<file path="src/hw/rtl/iorb_pkg.sv">
// ----------------------------------------------------------------------------
// iorb_pkg
// Shared types and constants of the in-order release buffer.
// ----------------------------------------------------------------------------
`default_nettype none

package iorb_pkg;

  localparam int WINDOW_DEPTH = 16;
  localparam int MAX_RESULTS  = 16;

  localparam int POS_W    = 32;
  localparam int STATUS_W = 8;
  localparam int HANDLE_W = 16;
  localparam int COUNT_W  = 32;

  localparam int CFG_IDX_W  = 1;
  localparam int CFG_DATA_W = 8;

  localparam logic [CFG_IDX_W-1:0] CFG_ORDERED_MODE = 1'd0;
  localparam logic [CFG_IDX_W-1:0] CFG_OK_STATUS    = 1'd1;

  localparam logic OP_REQUEST = 1'b0;
  localparam logic OP_END     = 1'b1;

  typedef enum logic [2:0] {
    ST_IDLE,
    ST_CHECK,
    ST_UNORD,
    ST_REJ,
    ST_READ,
    ST_REL
  } state_t;

  typedef struct packed {
    logic in_valid;
    logic finished;
    logic ordered;
    logic win_ok;
    logic out_free;
    logic rel_go;
  } sts_t;

  typedef struct packed {
    logic in_ready;
    logic load;
    logic insert;
    logic emit_unord;
    logic emit_rej;
    logic rd;
    logic emit_rel;
  } ctl_t;

  typedef struct packed {
    logic                is_end;
    logic [STATUS_W-1:0] status;
    logic [HANDLE_W-1:0] handle;
  } slot_wr_t;

  typedef struct packed {
    logic [STATUS_W-1:0] status;
    logic [HANDLE_W-1:0] handle;
  } slot_data_t;

endpackage

`default_nettype wire

</file>
<file path="src/hw/rtl/iorb_slots.sv">
// ----------------------------------------------------------------------------
// iorb_slots
// Slot storage: valid and end-marker bits in flops, status and handle in a
// memory with one write port and one registered read port.
// ----------------------------------------------------------------------------
`default_nettype none

module iorb_slots #(
  parameter int DEPTH = iorb_pkg::WINDOW_DEPTH,
  parameter int IW    = $clog2(DEPTH)
) (
  input  logic                 clk,
  input  logic                 rst,
  input  logic                 wr_en,
  input  logic [IW-1:0]        wr_idx,
  input  iorb_pkg::slot_wr_t   wr_data,
  input  logic                 clr_en,
  input  logic [IW-1:0]        clr_idx,
  input  logic                 rd_en,
  input  logic [IW-1:0]        rd_idx,
  output iorb_pkg::slot_data_t rd_data,
  output logic [DEPTH-1:0]     slot_valid,
  output logic [DEPTH-1:0]     slot_end
);

  iorb_pkg::slot_data_t mem [DEPTH];

  always_ff @(posedge clk) begin
    if (rst) begin
      slot_valid <= '0;
      slot_end   <= '0;
    end else begin
      if (wr_en) begin
        slot_valid[wr_idx] <= 1'b1;
        slot_end[wr_idx]   <= wr_data.is_end;
      end
      if (clr_en) begin
        slot_valid[clr_idx] <= 1'b0;
        slot_end[clr_idx]   <= 1'b0;
      end
    end
  end

  always_ff @(posedge clk) begin
    if (wr_en) begin
      mem[wr_idx] <= '{status: wr_data.status, handle: wr_data.handle};
    end
    if (rd_en) begin
      rd_data <= mem[rd_idx];
    end
  end

endmodule

`default_nettype wire

</file>
<file path="src/hw/rtl/iorb_ctrl.sv">
// ----------------------------------------------------------------------------
// iorb_ctrl
// Sequencer: check one item and insert, reject or pass it through, then release held slots one at a time.
// ----------------------------------------------------------------------------
`default_nettype none

module iorb_ctrl (
  input  logic           clk,
  input  logic           rst,
  input  iorb_pkg::sts_t sts,
  output iorb_pkg::ctl_t ctl
);

  iorb_pkg::state_t state;
  iorb_pkg::state_t state_next;

  always_ff @(posedge clk) begin
    if (rst) begin
      state <= iorb_pkg::ST_IDLE;
    end else begin
      state <= state_next;
    end
  end

  always_comb begin
    state_next = state;
    case (state)
      iorb_pkg::ST_IDLE: begin
        if (sts.in_valid && !sts.finished) state_next = iorb_pkg::ST_CHECK;
      end
      iorb_pkg::ST_CHECK: begin
        if (!sts.ordered)     state_next = iorb_pkg::ST_UNORD;
        else if (!sts.win_ok) state_next = iorb_pkg::ST_REJ;
        else                  state_next = iorb_pkg::ST_READ;
      end
      iorb_pkg::ST_UNORD: begin
        if (sts.out_free) state_next = iorb_pkg::ST_IDLE;
      end
      iorb_pkg::ST_REJ: begin
        if (sts.out_free) state_next = iorb_pkg::ST_READ;
      end
      iorb_pkg::ST_READ: begin
        state_next = sts.rel_go ? iorb_pkg::ST_REL : iorb_pkg::ST_IDLE;
      end
      iorb_pkg::ST_REL: begin
        if (sts.out_free) state_next = iorb_pkg::ST_READ;
      end
      default: state_next = iorb_pkg::ST_IDLE;
    endcase
  end

  always_comb begin
    ctl = '0;
    case (state)
      iorb_pkg::ST_IDLE: begin
        ctl.in_ready = 1'b1;
        ctl.load     = sts.in_valid && !sts.finished;
      end
      iorb_pkg::ST_CHECK: ctl.insert     = sts.ordered && sts.win_ok;
      iorb_pkg::ST_UNORD: ctl.emit_unord = sts.out_free;
      iorb_pkg::ST_REJ:   ctl.emit_rej   = sts.out_free;
      iorb_pkg::ST_READ:  ctl.rd         = sts.rel_go;
      iorb_pkg::ST_REL:   ctl.emit_rel   = sts.out_free;
      default: ctl = '0;
    endcase
  end

endmodule

`default_nettype wire

</file>
<file path="src/hw/rtl/in_order_release_buffer.sv">
// ----------------------------------------------------------------------------
// in_order_release_buffer
// Holds completed requests by position and releases them in order.
// ----------------------------------------------------------------------------
// Order: an item is checked in the cycle after it is taken; a reject or a
//   pass-through result is then registered at the output once it is free.
// Each released request takes a slot read, then an output; at most 16
//   results per item. A new item is taken only when the last one is done,
//   and results wait while the output is stalled.
// Reset: synchronous; all slots free, counters zero, ordered mode.
`default_nettype none

module in_order_release_buffer #(
  parameter int WINDOW_DEPTH = iorb_pkg::WINDOW_DEPTH
) (
  input  logic                              clk,
  input  logic                              rst,
  input  logic                              cfg_we,
  input  logic [iorb_pkg::CFG_IDX_W-1:0]    cfg_index,
  input  logic [iorb_pkg::CFG_DATA_W-1:0]   cfg_data,
  input  logic                              in_valid,
  output logic                              in_stall,
  input  logic                              opcode,
  input  logic [iorb_pkg::POS_W-1:0]        request_position,
  input  logic [iorb_pkg::STATUS_W-1:0]     request_status,
  input  logic [iorb_pkg::HANDLE_W-1:0]     request_handle,
  output logic                              out_valid,
  input  logic                              out_stall,
  output logic [iorb_pkg::HANDLE_W-1:0]     out_handle,
  output logic [iorb_pkg::POS_W-1:0]        out_position,
  output logic [iorb_pkg::STATUS_W-1:0]     out_status,
  output logic                              last_of_run,
  output logic                              end_of_stream,
  output logic                              rejected,
  output logic [iorb_pkg::COUNT_W-1:0]      ok_total
);

  localparam int IW  = $clog2(WINDOW_DEPTH);
  localparam int NW  = $clog2(iorb_pkg::MAX_RESULTS + 1);
  localparam logic [NW-1:0] MAX_N = NW'(iorb_pkg::MAX_RESULTS);

  logic                            ordered_mode;
  logic [iorb_pkg::STATUS_W-1:0]   ok_status;

  logic                            op_r;
  logic [iorb_pkg::POS_W-1:0]      tpos_r;
  logic [iorb_pkg::STATUS_W-1:0]   st_r;
  logic [iorb_pkg::HANDLE_W-1:0]   hd_r;

  logic [iorb_pkg::POS_W-1:0]      rc;
  logic [iorb_pkg::POS_W-1:0]      rc_next;
  logic [iorb_pkg::POS_W-1:0]      highest;
  logic [iorb_pkg::COUNT_W-1:0]    ok_count;
  logic [iorb_pkg::COUNT_W-1:0]    ok_next;
  logic                            finished;
  logic [IW-1:0]                   head;
  logic [IW-1:0]                   head_inc;
  logic [NW-1:0]                   n;

  logic [iorb_pkg::POS_W-1:0]      off;
  logic [IW:0]                     slot_sum;
  logic [IW-1:0]                   slot;
  logic                            pos_gt;
  logic                            win_ok;
  logic                            rel_go;
  logic                            more_rej;
  logic                            more_rel;
  logic                            head_end;
  logic                            count_hit;
  logic [iorb_pkg::STATUS_W-1:0]   count_st;
  logic                            out_free;
  logic                            emit_any;

  logic [WINDOW_DEPTH-1:0]         slot_valid;
  logic [WINDOW_DEPTH-1:0]         slot_end;
  iorb_pkg::slot_data_t            rd_data;
  iorb_pkg::slot_wr_t              wr_data;

  iorb_pkg::sts_t                  sts;
  iorb_pkg::ctl_t                  ctl;

  assign off      = tpos_r + ~rc;
  assign slot_sum = {1'b0, head} + {1'b0, off[IW-1:0]};
  assign slot     = (slot_sum >= (IW+1)'(WINDOW_DEPTH)) ?
                    IW'(slot_sum - (IW+1)'(WINDOW_DEPTH)) : slot_sum[IW-1:0];
  assign win_ok   = (off < iorb_pkg::POS_W'(WINDOW_DEPTH)) && !slot_valid[slot];
  assign pos_gt   = tpos_r > highest;
  assign head_inc = (head == IW'(WINDOW_DEPTH - 1)) ? '0 : head + IW'(1);
  assign head_end = slot_end[head];
  assign rc_next  = rc + iorb_pkg::POS_W'(1);

  assign rel_go   = (n < MAX_N) && !finished && slot_valid[head];
  assign more_rej = ((n + NW'(1)) < MAX_N) && slot_valid[head];
  assign more_rel = ((n + NW'(1)) < MAX_N) && !head_end && slot_valid[head_inc];

  assign count_st  = ctl.emit_rel ? rd_data.status : st_r;
  assign count_hit = (count_st == ok_status) && (ok_count != '1) &&
                     ((ctl.emit_unord && op_r == iorb_pkg::OP_REQUEST) ||
                      (ctl.emit_rel && !head_end));
  assign ok_next   = ok_count + iorb_pkg::COUNT_W'(count_hit);

  assign out_free = !out_valid || !out_stall;
  assign emit_any = ctl.emit_unord || ctl.emit_rej || ctl.emit_rel;

  assign sts = '{in_valid: in_valid, finished: finished, ordered: ordered_mode,
                 win_ok: win_ok, out_free: out_free, rel_go: rel_go};

  assign in_stall = !ctl.in_ready;

  assign wr_data = '{is_end: (op_r == iorb_pkg::OP_END), status: st_r, handle: hd_r};

  iorb_ctrl u_ctrl (
    .clk (clk),
    .rst (rst),
    .sts (sts),
    .ctl (ctl)
  );

  iorb_slots #(
    .DEPTH (WINDOW_DEPTH),
    .IW    (IW)
  ) u_slots (
    .clk        (clk),
    .rst        (rst),
    .wr_en      (ctl.insert),
    .wr_idx     (slot),
    .wr_data    (wr_data),
    .clr_en     (ctl.emit_rel),
    .clr_idx    (head),
    .rd_en      (ctl.rd),
    .rd_idx     (head),
    .rd_data    (rd_data),
    .slot_valid (slot_valid),
    .slot_end   (slot_end)
  );

  always_ff @(posedge clk) begin
    if (rst) begin
      ordered_mode <= 1'b1;
      ok_status    <= '0;
      rc           <= '0;
      highest      <= '0;
      ok_count     <= '0;
      finished     <= 1'b0;
      head         <= IW'(1);
      n            <= '0;
      out_valid    <= 1'b0;
    end else begin
      if (cfg_we) begin
        case (cfg_index)
          iorb_pkg::CFG_ORDERED_MODE: ordered_mode <= cfg_data[0];
          iorb_pkg::CFG_OK_STATUS:    ok_status    <= cfg_data;
          default: ;
        endcase
      end
      if (ctl.insert && op_r == iorb_pkg::OP_REQUEST && pos_gt) highest <= tpos_r;
      if (ctl.emit_unord) begin
        rc   <= rc_next;
        head <= head_inc;
        if (op_r == iorb_pkg::OP_REQUEST && pos_gt) highest <= tpos_r;
        if (op_r == iorb_pkg::OP_END) finished <= 1'b1;
      end
      if (ctl.emit_rel) begin
        rc   <= rc_next;
        head <= head_inc;
        if (head_end) finished <= 1'b1;
      end
      ok_count <= ok_next;
      if (ctl.load) begin
        n <= '0;
      end else if (ctl.emit_rej || ctl.emit_rel) begin
        n <= n + NW'(1);
      end
      if (emit_any) begin
        out_valid <= 1'b1;
      end else if (!out_stall) begin
        out_valid <= 1'b0;
      end
    end
  end

  always_ff @(posedge clk) begin
    if (ctl.load) begin
      op_r   <= opcode;
      tpos_r <= (opcode == iorb_pkg::OP_END) ? highest + iorb_pkg::POS_W'(1)
                                             : request_position;
      st_r   <= (opcode == iorb_pkg::OP_END) ? '0 : request_status;
      hd_r   <= (opcode == iorb_pkg::OP_END) ? '0 : request_handle;
    end
    if (ctl.emit_unord) begin
      out_handle    <= hd_r;
      out_position  <= tpos_r;
      out_status    <= st_r;
      last_of_run   <= 1'b1;
      end_of_stream <= (op_r == iorb_pkg::OP_END);
      rejected      <= 1'b0;
      ok_total      <= ok_next;
    end else if (ctl.emit_rej) begin
      out_handle    <= hd_r;
      out_position  <= tpos_r;
      out_status    <= st_r;
      last_of_run   <= !more_rej;
      end_of_stream <= 1'b0;
      rejected      <= 1'b1;
      ok_total      <= ok_count;
    end else if (ctl.emit_rel) begin
      out_handle    <= head_end ? '0 : rd_data.handle;
      out_position  <= rc_next;
      out_status    <= head_end ? '0 : rd_data.status;
      last_of_run   <= !more_rel;
      end_of_stream <= head_end;
      rejected      <= 1'b0;
      ok_total      <= ok_next;
    end
  end

  a_emit_needs_room: assert property (@(posedge clk) disable iff (rst)
    emit_any |-> out_free)
    else $error("result emitted while output register is occupied");

  a_result_bound: assert property (@(posedge clk) disable iff (rst)
    n <= MAX_N)
    else $error("too many results for one item");

  a_release_held: assert property (@(posedge clk) disable iff (rst)
    ctl.emit_rel |-> slot_valid[head])
    else $error("release from a free slot");

  a_no_insert_finished: assert property (@(posedge clk) disable iff (rst)
    ctl.insert |-> !finished)
    else $error("slot written after end of stream");

  a_release_advances: assert property (@(posedge clk) disable iff (rst)
    ctl.emit_rel |=> rc == $past(rc) + iorb_pkg::POS_W'(1))
    else $error("release count did not advance");

endmodule

`default_nettype wire

</file>
<file path="config.mk">
export PLATFORM = sky130hd
export DESIGN_NAME = in_order_release_buffer
export DESIGN_NICKNAME = d
export VERILOG_FILES = /design/src/hw/rtl/iorb_pkg.sv /design/src/hw/rtl/iorb_slots.sv /design/src/hw/rtl/iorb_ctrl.sv /design/src/hw/rtl/in_order_release_buffer.sv
export SDC_FILE = /design/constraint.sdc
export NUM_CORES = 1
export LEC_CHECK = 0
export BUFFER_PORTS_ARGS = -buffer_cell sky130_fd_sc_hd__clkbuf_2
export CAP_MARGIN = 10
export CORE_MARGIN = 2
export CORE_UTILIZATION = 40
export DETAILED_ROUTE_END_ITERATION = 8
export GPL_TIMING_DRIVEN = 0
export PLACE_DENSITY_LB_ADDON = 0.3
export SYNTH_ARGS = -nofsm -noshare
export SYNTH_HDL_FRONTEND = slang
export SYNTH_SLANG_ARGS = --single-unit
</file>
<file path="constraint.sdc">
create_clock -name clk -period 9.92 [get_ports clk]
set_input_delay 0.992 -clock clk [delete_from_list [all_inputs] [get_ports clk]]
set_output_delay 0.992 -clock clk [all_outputs]
set_load 0.02 [all_outputs]
</file>
After elaboration in Yosys (flattened, before gate mapping):

Memories as Yosys holds them, arrays and structs flattened. A register that Yosys moved wholly into a read port is not among the register bits.
Cells that the tools add are included.

* flip-flop bits (word level): 299
* RAM bits: 384
* output and inout bits: 93
* logic and storage cells: 172
* memories kept: 1

* add/sub/neg operators: 8
* magnitude comparators: 10
* equal/unequal tests: 12
* muxes and demuxes: 72
* bitwise logic cells: 7
* reduce and logical (&&, ||, !) cells: 39

Memories
* u_slots.mem: words 16, width 24, rd ports 1, clocked after memory_dff 1, write ports 1, line iorb_slots.sv:26 `iorb_pkg::slot_data_t mem [DEPTH];`

Operators by type and width (number)
* 32-bit 2-to-1 mux: 12
* 16-bit 2-to-1 mux: 10
* 32-bit by 1-bit adder with 32-bit output (second input constant): 2
* 8-bit 2-to-1 mux: 5
* 32-bit by 1-bit adder with 32-bit output: 1
* 32-bit adder: 1
* 16-bit AND: 2
* 32-bit > comparator: 1
* 32-bit by 5-bit less-than comparator with 1-bit output (second input constant): 1
* 32-bit != test (second input constant): 1
* 32-bit NOT: 1
* 1-bit 2-to-1 mux: 26
* 3-bit 2-to-1 mux: 6
* 1-bit logical AND: 17
* 1-bit binary-select mux with 4-bit select: 4
* 16-bit bitwise mux: 1
* 4-bit 2-to-1 mux: 4
* 16-bit NOT: 1
* 16-bit OR: 1
* 4-bit by 5-bit less-than comparator with 1-bit output (second input constant): 3
* 3-bit one-hot mux with 5 select lines: 1
* 5-bit less-than comparator (second input constant): 2
* 1-bit demux with 4-bit select: 2
* 8-bit equality test: 1
* other kinds (22): 42

Depth between registers and ports, before layout:

* word-level depth: 16
* mapped depth: 21
* depth with buffers taken out: 18

Modules after synthesis:

From an unflattened synthesis, not the netlist that was laid out.

* cell total of the unflattened synthesis: 2494
* area, all modules: 32346.0 um2

By module, submodules not included
* iorb_slots: instances 1, cells each 785, area an instance 16514.6 um2
* in_order_release_buffer: instances 1, cells each 1673, area an instance 15548.7 um2
* iorb_ctrl: instances 1, cells each 36, area an instance 282.8 um2

Worst setup path after synthesis:

No wires, ideal clock.

* path type: input port to flip-flop
* start: in out_stall
* end: reg end_of_stream, enable pin
* library setup time: 0.660 ns
* data arrival time: 7.790 ns
* data required time: 9.260 ns
* slack: 1.470 ns
* stages on the path: 4
* buffers on the path: 1
* cell sequence: nand2_1 -> nand3_1 -> clkbuf_1 -> o21ai_0

* cells in the longest elaborated chain, start to end: 4

Ends and longest elaborated chain
* start, declared: line in_order_release_buffer.sv:28 `input logic out_stall,`
* 1-bit zero test *
* 1-bit logical OR *: line in_order_release_buffer.sv:102 `assign out_free = !out_valid || !out_stall;`
* 1-bit 2-to-1 mux: line iorb_ctrl.sv:54 `case (state)`
* 3-bit nonzero test (no line) *
* end signal, assigned: line in_order_release_buffer.sv:195 `end_of_stream <= (op_r == iorb_pkg::OP_END);`
* end signal, assigned: line in_order_release_buffer.sv:211 `end_of_stream <= head_end;`
* end, declared: line in_order_release_buffer.sv:33 `output logic end_of_stream,`

Mark *: on every way between the ends. The rest lies on a longest branch, timed or not.
A chain may end at the register's enable or synchronous reset.

Worst setup path in the final report:

* start: reg rc[0] (netlist bit)
* end: mem u_slots.mem[13][10] (netlist bit), enable pin

* cells in the longest elaborated chain, start to end: 13

Ends and longest elaborated chain
* start, declared: line in_order_release_buffer.sv:50 `logic [iorb_pkg::POS_W-1:0] rc;`
* start signal, assigned: line in_order_release_buffer.sv:158 `rc <= rc_next;`
* start signal, assigned: line in_order_release_buffer.sv:164 `rc <= rc_next;`
* 32-bit NOT *: line in_order_release_buffer.sv:82 `assign off = tpos_r + ~rc;`
* 32-bit adder *: line in_order_release_buffer.sv:82
* 4-bit by 4-bit adder with 5-bit output: line in_order_release_buffer.sv:83 `assign slot_sum = {1'b0, head} + {1'b0, off[IW-1:0]};`
* 4-bit by 1-bit subtractor with 4-bit output / 5-bit greater-or-equal comparator (equally long branches): line in_order_release_buffer.sv:85, in_order_release_buffer.sv:84
* 4-bit 2-to-1 mux: line in_order_release_buffer.sv:84 `assign slot = (slot_sum >= (IW+1)'(WINDOW_DEPTH)) ?`
* 1-bit binary-select mux with 4-bit select: line in_order_release_buffer.sv:86 `assign win_ok = (off < iorb_pkg::POS_W'(WINDOW_DEPTH)) && !slot_valid[slot];`
* 1-bit 2-to-1 mux (not written as such): line in_order_release_buffer.sv:86
* 1-bit zero test: line in_order_release_buffer.sv:86
* 1-bit logical AND: line in_order_release_buffer.sv:86
* 1-bit logical AND: line iorb_ctrl.sv:59 `iorb_pkg::ST_CHECK: ctl.insert = sts.ordered && sts.win_ok;`
* 1-bit 2-to-1 mux: line iorb_ctrl.sv:54
* 1-bit 2-to-1 mux: line iorb_slots.sv:45 `if (wr_en) begin`
* 1-bit 2-to-1 mux (not written as such): line iorb_slots.sv:46 `mem[wr_idx] <= '{status: wr_data.status, handle: wr_data.handle};`
* end, declared: line iorb_slots.sv:26

Mark *: on every way between the ends. The rest lies on a longest branch, timed or not. The select of a mux whose other input is x is not followed.

==> qor.csv <==
metric;value;unit
die_x;290;um
place.gp.congestion;0.912;
rsz0062_at_grt;false;
endpoint_kind;flop;
min_path_type;reg2reg;
crit_path_max_fanout;12;
power_frac_comb;0.114;
final_max_slew_viol_count;0;
arrival;6.27;ns
clock_latency;0.65;ns
syn_area;0.0326;sq mm
place_area;0.0357;sq mm
power_frac_seq;0.480;
yosysSeqAreaShare;0.604;
htreeDepth;3;
grt_max_degree;30;
outcome;finished, final reports clean;
finalSetupViolCount;0;
met2_usage;0.368;
top_usage_layer;met2;
yosysTopAreaCell;edfxtp_1;
synth_enable_flop_cells;554;
fin_crit;5.92;ns
syn-num-nets;2643;
yosysUniqueCellTypes;78;
cp.required;10.27;ns
cts_root_buf;clkbuf_16;
crit_chain;inv_1 > ha_1 > inv_1 > fa_1 > fa_1 > clkbuf_1 > mux4_2 > and3_1 > or4b_1 > nor4_4 > nand4_4 > buf_4 > nor3_4 > buf_8 > buf_8;
numCtsBuffers;79;
max_freq;0.169;GHz
switching_share;0.264;
power_density;184;mW/mm^2
critPathTopFamily;simple AND/OR/NAND/NOR gates;
wire_per_inst;24.0;um
clkPwrFrac;0.406;
max_cap_violations;0;
firstDrtPassIters;7;
dieArea;0.0839;sq mm
cts_tree;yes;
drc;0;
ctsHoldBuffers;0;
layout_commonest_cell;edfxtp_1;
io_buffers;161;
chipHeight;290;um
rows;104;
switchingPower;1.86;mW
synthToLayoutAreaGrowth;17.3;%
cts_resized;0;
finClkSkew;0.0491;ns
fin_crit_sh;0.597;
synth-seq-cells;707;
ant_nets;0;
use_met3;0.0405;
design_area;0.0383;sq mm
crit_type;reg2reg;
synthTopCellsByArea;edfxtp_1 51%, mux4_2 9.5%, dfxtp_1 9.4%, xnor2_1 3.5%, ha_1 2.9%;
grt_pass1_wl;139000;um
worstMarginPinSlew;1.35;ns
vias_per_cell;5.63;
grt_pass1_vias;22042;
slowest_delay;0.59;ns
dp_hpwl;68300;um
synthArstFlopShare;0;
yosysWarnings;0;
synth_top_flop_cell;edfxtp_1;
avgSynthCellArea;13.1;sq um
clk_path_buf_depth;3;
syn_inst;2495;
clkTransAtPathRegs;0.06;ns
finalHoldViolations;0;
io_pins;164;
start_kind;flop;
start_util;0.405;
vias;22009;
synth_top_area_frac;0.510;
nets;2930;
relSlewSlack;0.0952;
final_cell_mix;554 x edfxtp_1, 244 x nand2_1, 162 x clkbuf_2;
intPower;5.20;mW
routed_wirelength;93700;um
overflow;0;
cts_setup_buffers;0;
fin_total_pwr;7.05;mW
worst-r2r-setup-slack;4.00;ns
final_layout_size_suffix_gt1_frac;0.192;
drtIter0Drc;2085;
grt_antenna_before_repair;3;
leakagePower;12.8;nW
grt_use_total;0.224;
ir_drop;0.132;mV
use_met1;0.295;
final_core_util;0.474;
worst-path-buf-inv;6;
cts.sinks;707;
design.core.area;0.0807;sq mm
cpMaxStageDelayCell;nor3_4;
## cell type report
type                    instances  area (sq um)
clock inverters                48           477
inverters                      87           327
multi-input cells            1569         12200
well taps                    1060          1330
plain buffers                 132           552
repair buffers                206          1640
clock buffers                  97          2080
flip-flops and latches        707         19700
diodes                          1          2.50
fillers                      7133         42400
## stage by stage
step	worst slack [ns]	hold WS, ns	cells	setup TNS (ns)
after floorplan	1.47	0.432	2495	0
after global placement	-3.30	0.444	3716	-292.11
after detailed placement	3.80	0.450	3758	0
after CTS	3.95	0.461	3903	0
after global routing	3.67	0.480	3906	0
final	4.00	0.458	3907	0
## worst paths after layout
check,startpoint,cells after the start,endpoint
setup / recovery,rc[0],15,u_slots.mem[13][10]
hold / removal,u_slots.slot_end[13],2,u_slots.slot_end[13]
setup reg to reg,rc[0],15,u_slots.mem[13][10]
hold reg to reg,u_slots.slot_end[13],2,u_slots.slot_end[13]
## sequential cells by signal, summed over array words and instances (netlist names), 4 cells and up
name and flops:
hd_r 16, out_status 8, u_slots.slot_end 16, out_position 32, tpos_r 32, u_slots.slot_valid 16, n 5, head 4
rc 32, u_slots.rd_data 24, out_handle 16, ok_status 8, highest 32, st_r 8, ok_total 32, ok_count 32
u_slots.mem 384
## cell usage after synthesis, drive strengths merged (4+ instances only)
cell type,number
nand2b,5
and3,17
edfxtp,554
nor2,162
ha,75
xnor2,131
nor3,70
inv,86
o31ai,5
o21ai,111
o211ai,12
nand4,42
a31oi,24
a21bo,31
nor4,14
mux4,138
a21oi,141
buf,38
nand2,245
clkbuf,94
and4,4
nor2b,35
nand3,103
mux2i,31
a21o,14
and2,4
o22ai,5
a221oi,5
o21a,26
or3,20
a211oi,6
dfxtp,153
or2,5
xor2,38
o2111ai,4
## power groups by stage
stage / logic, mW / clock network, mW / registers [mW]
after floorplan: 0.481 / 0 / 3.46
after global routing: 0.872 / 3.03 / 3.40
final: 0.806 / 2.86 / 3.39
after CTS: 0.803 / 2.91 / 3.39
after global placement: 0.765 / 0 / 3.46
after detailed placement: 0.798 / 0 / 3.45
## worst reg2reg max path, stage by stage (launching register included)
cell      delay, ns
dfxtp_1        0.56
inv_1          0.13
ha_1           0.22
inv_1          0.08
fa_1           0.47
fa_1           0.52
clkbuf_1       0.41
mux4_2         0.42
and3_1         0.21
or4b_1         0.58
nor4_4         0.37
nand4_4        0.27
buf_4          0.33
nor3_4         0.59
buf_8          0.25
buf_8          0.22
## logic make-up (layout without fill, tap and decap cells)
| family | after synthesis | after routing | synth area share |
|---|---|---|---|
| xor gates and xnor gates | 169 | 169 | 0.0453 |
| muxes | 172 | 172 | 0.106 |
| and+or+nand+nor | 733 | 733 | 0.107 |
| buffers and inverters | 219 | 570 | 0.0269 |
| AOI/OAI and AO/OA | 418 | 418 | 0.0810 |
| other | 0 | 1 | 0 |
| DFF | 707 | 707 | 0.604 |
| adders and majority gates | 77 | 77 | 0.0300 |
## layer usage
layer / vias up / wire [um]
li1: 9946 / -
met1: 11099 / 39100
met2: 783 / 45100
met3: 177 / 6160
met4: 4 / 3200
met5: - / 27
Note: power is estimated with default switching activity, not from simulation.
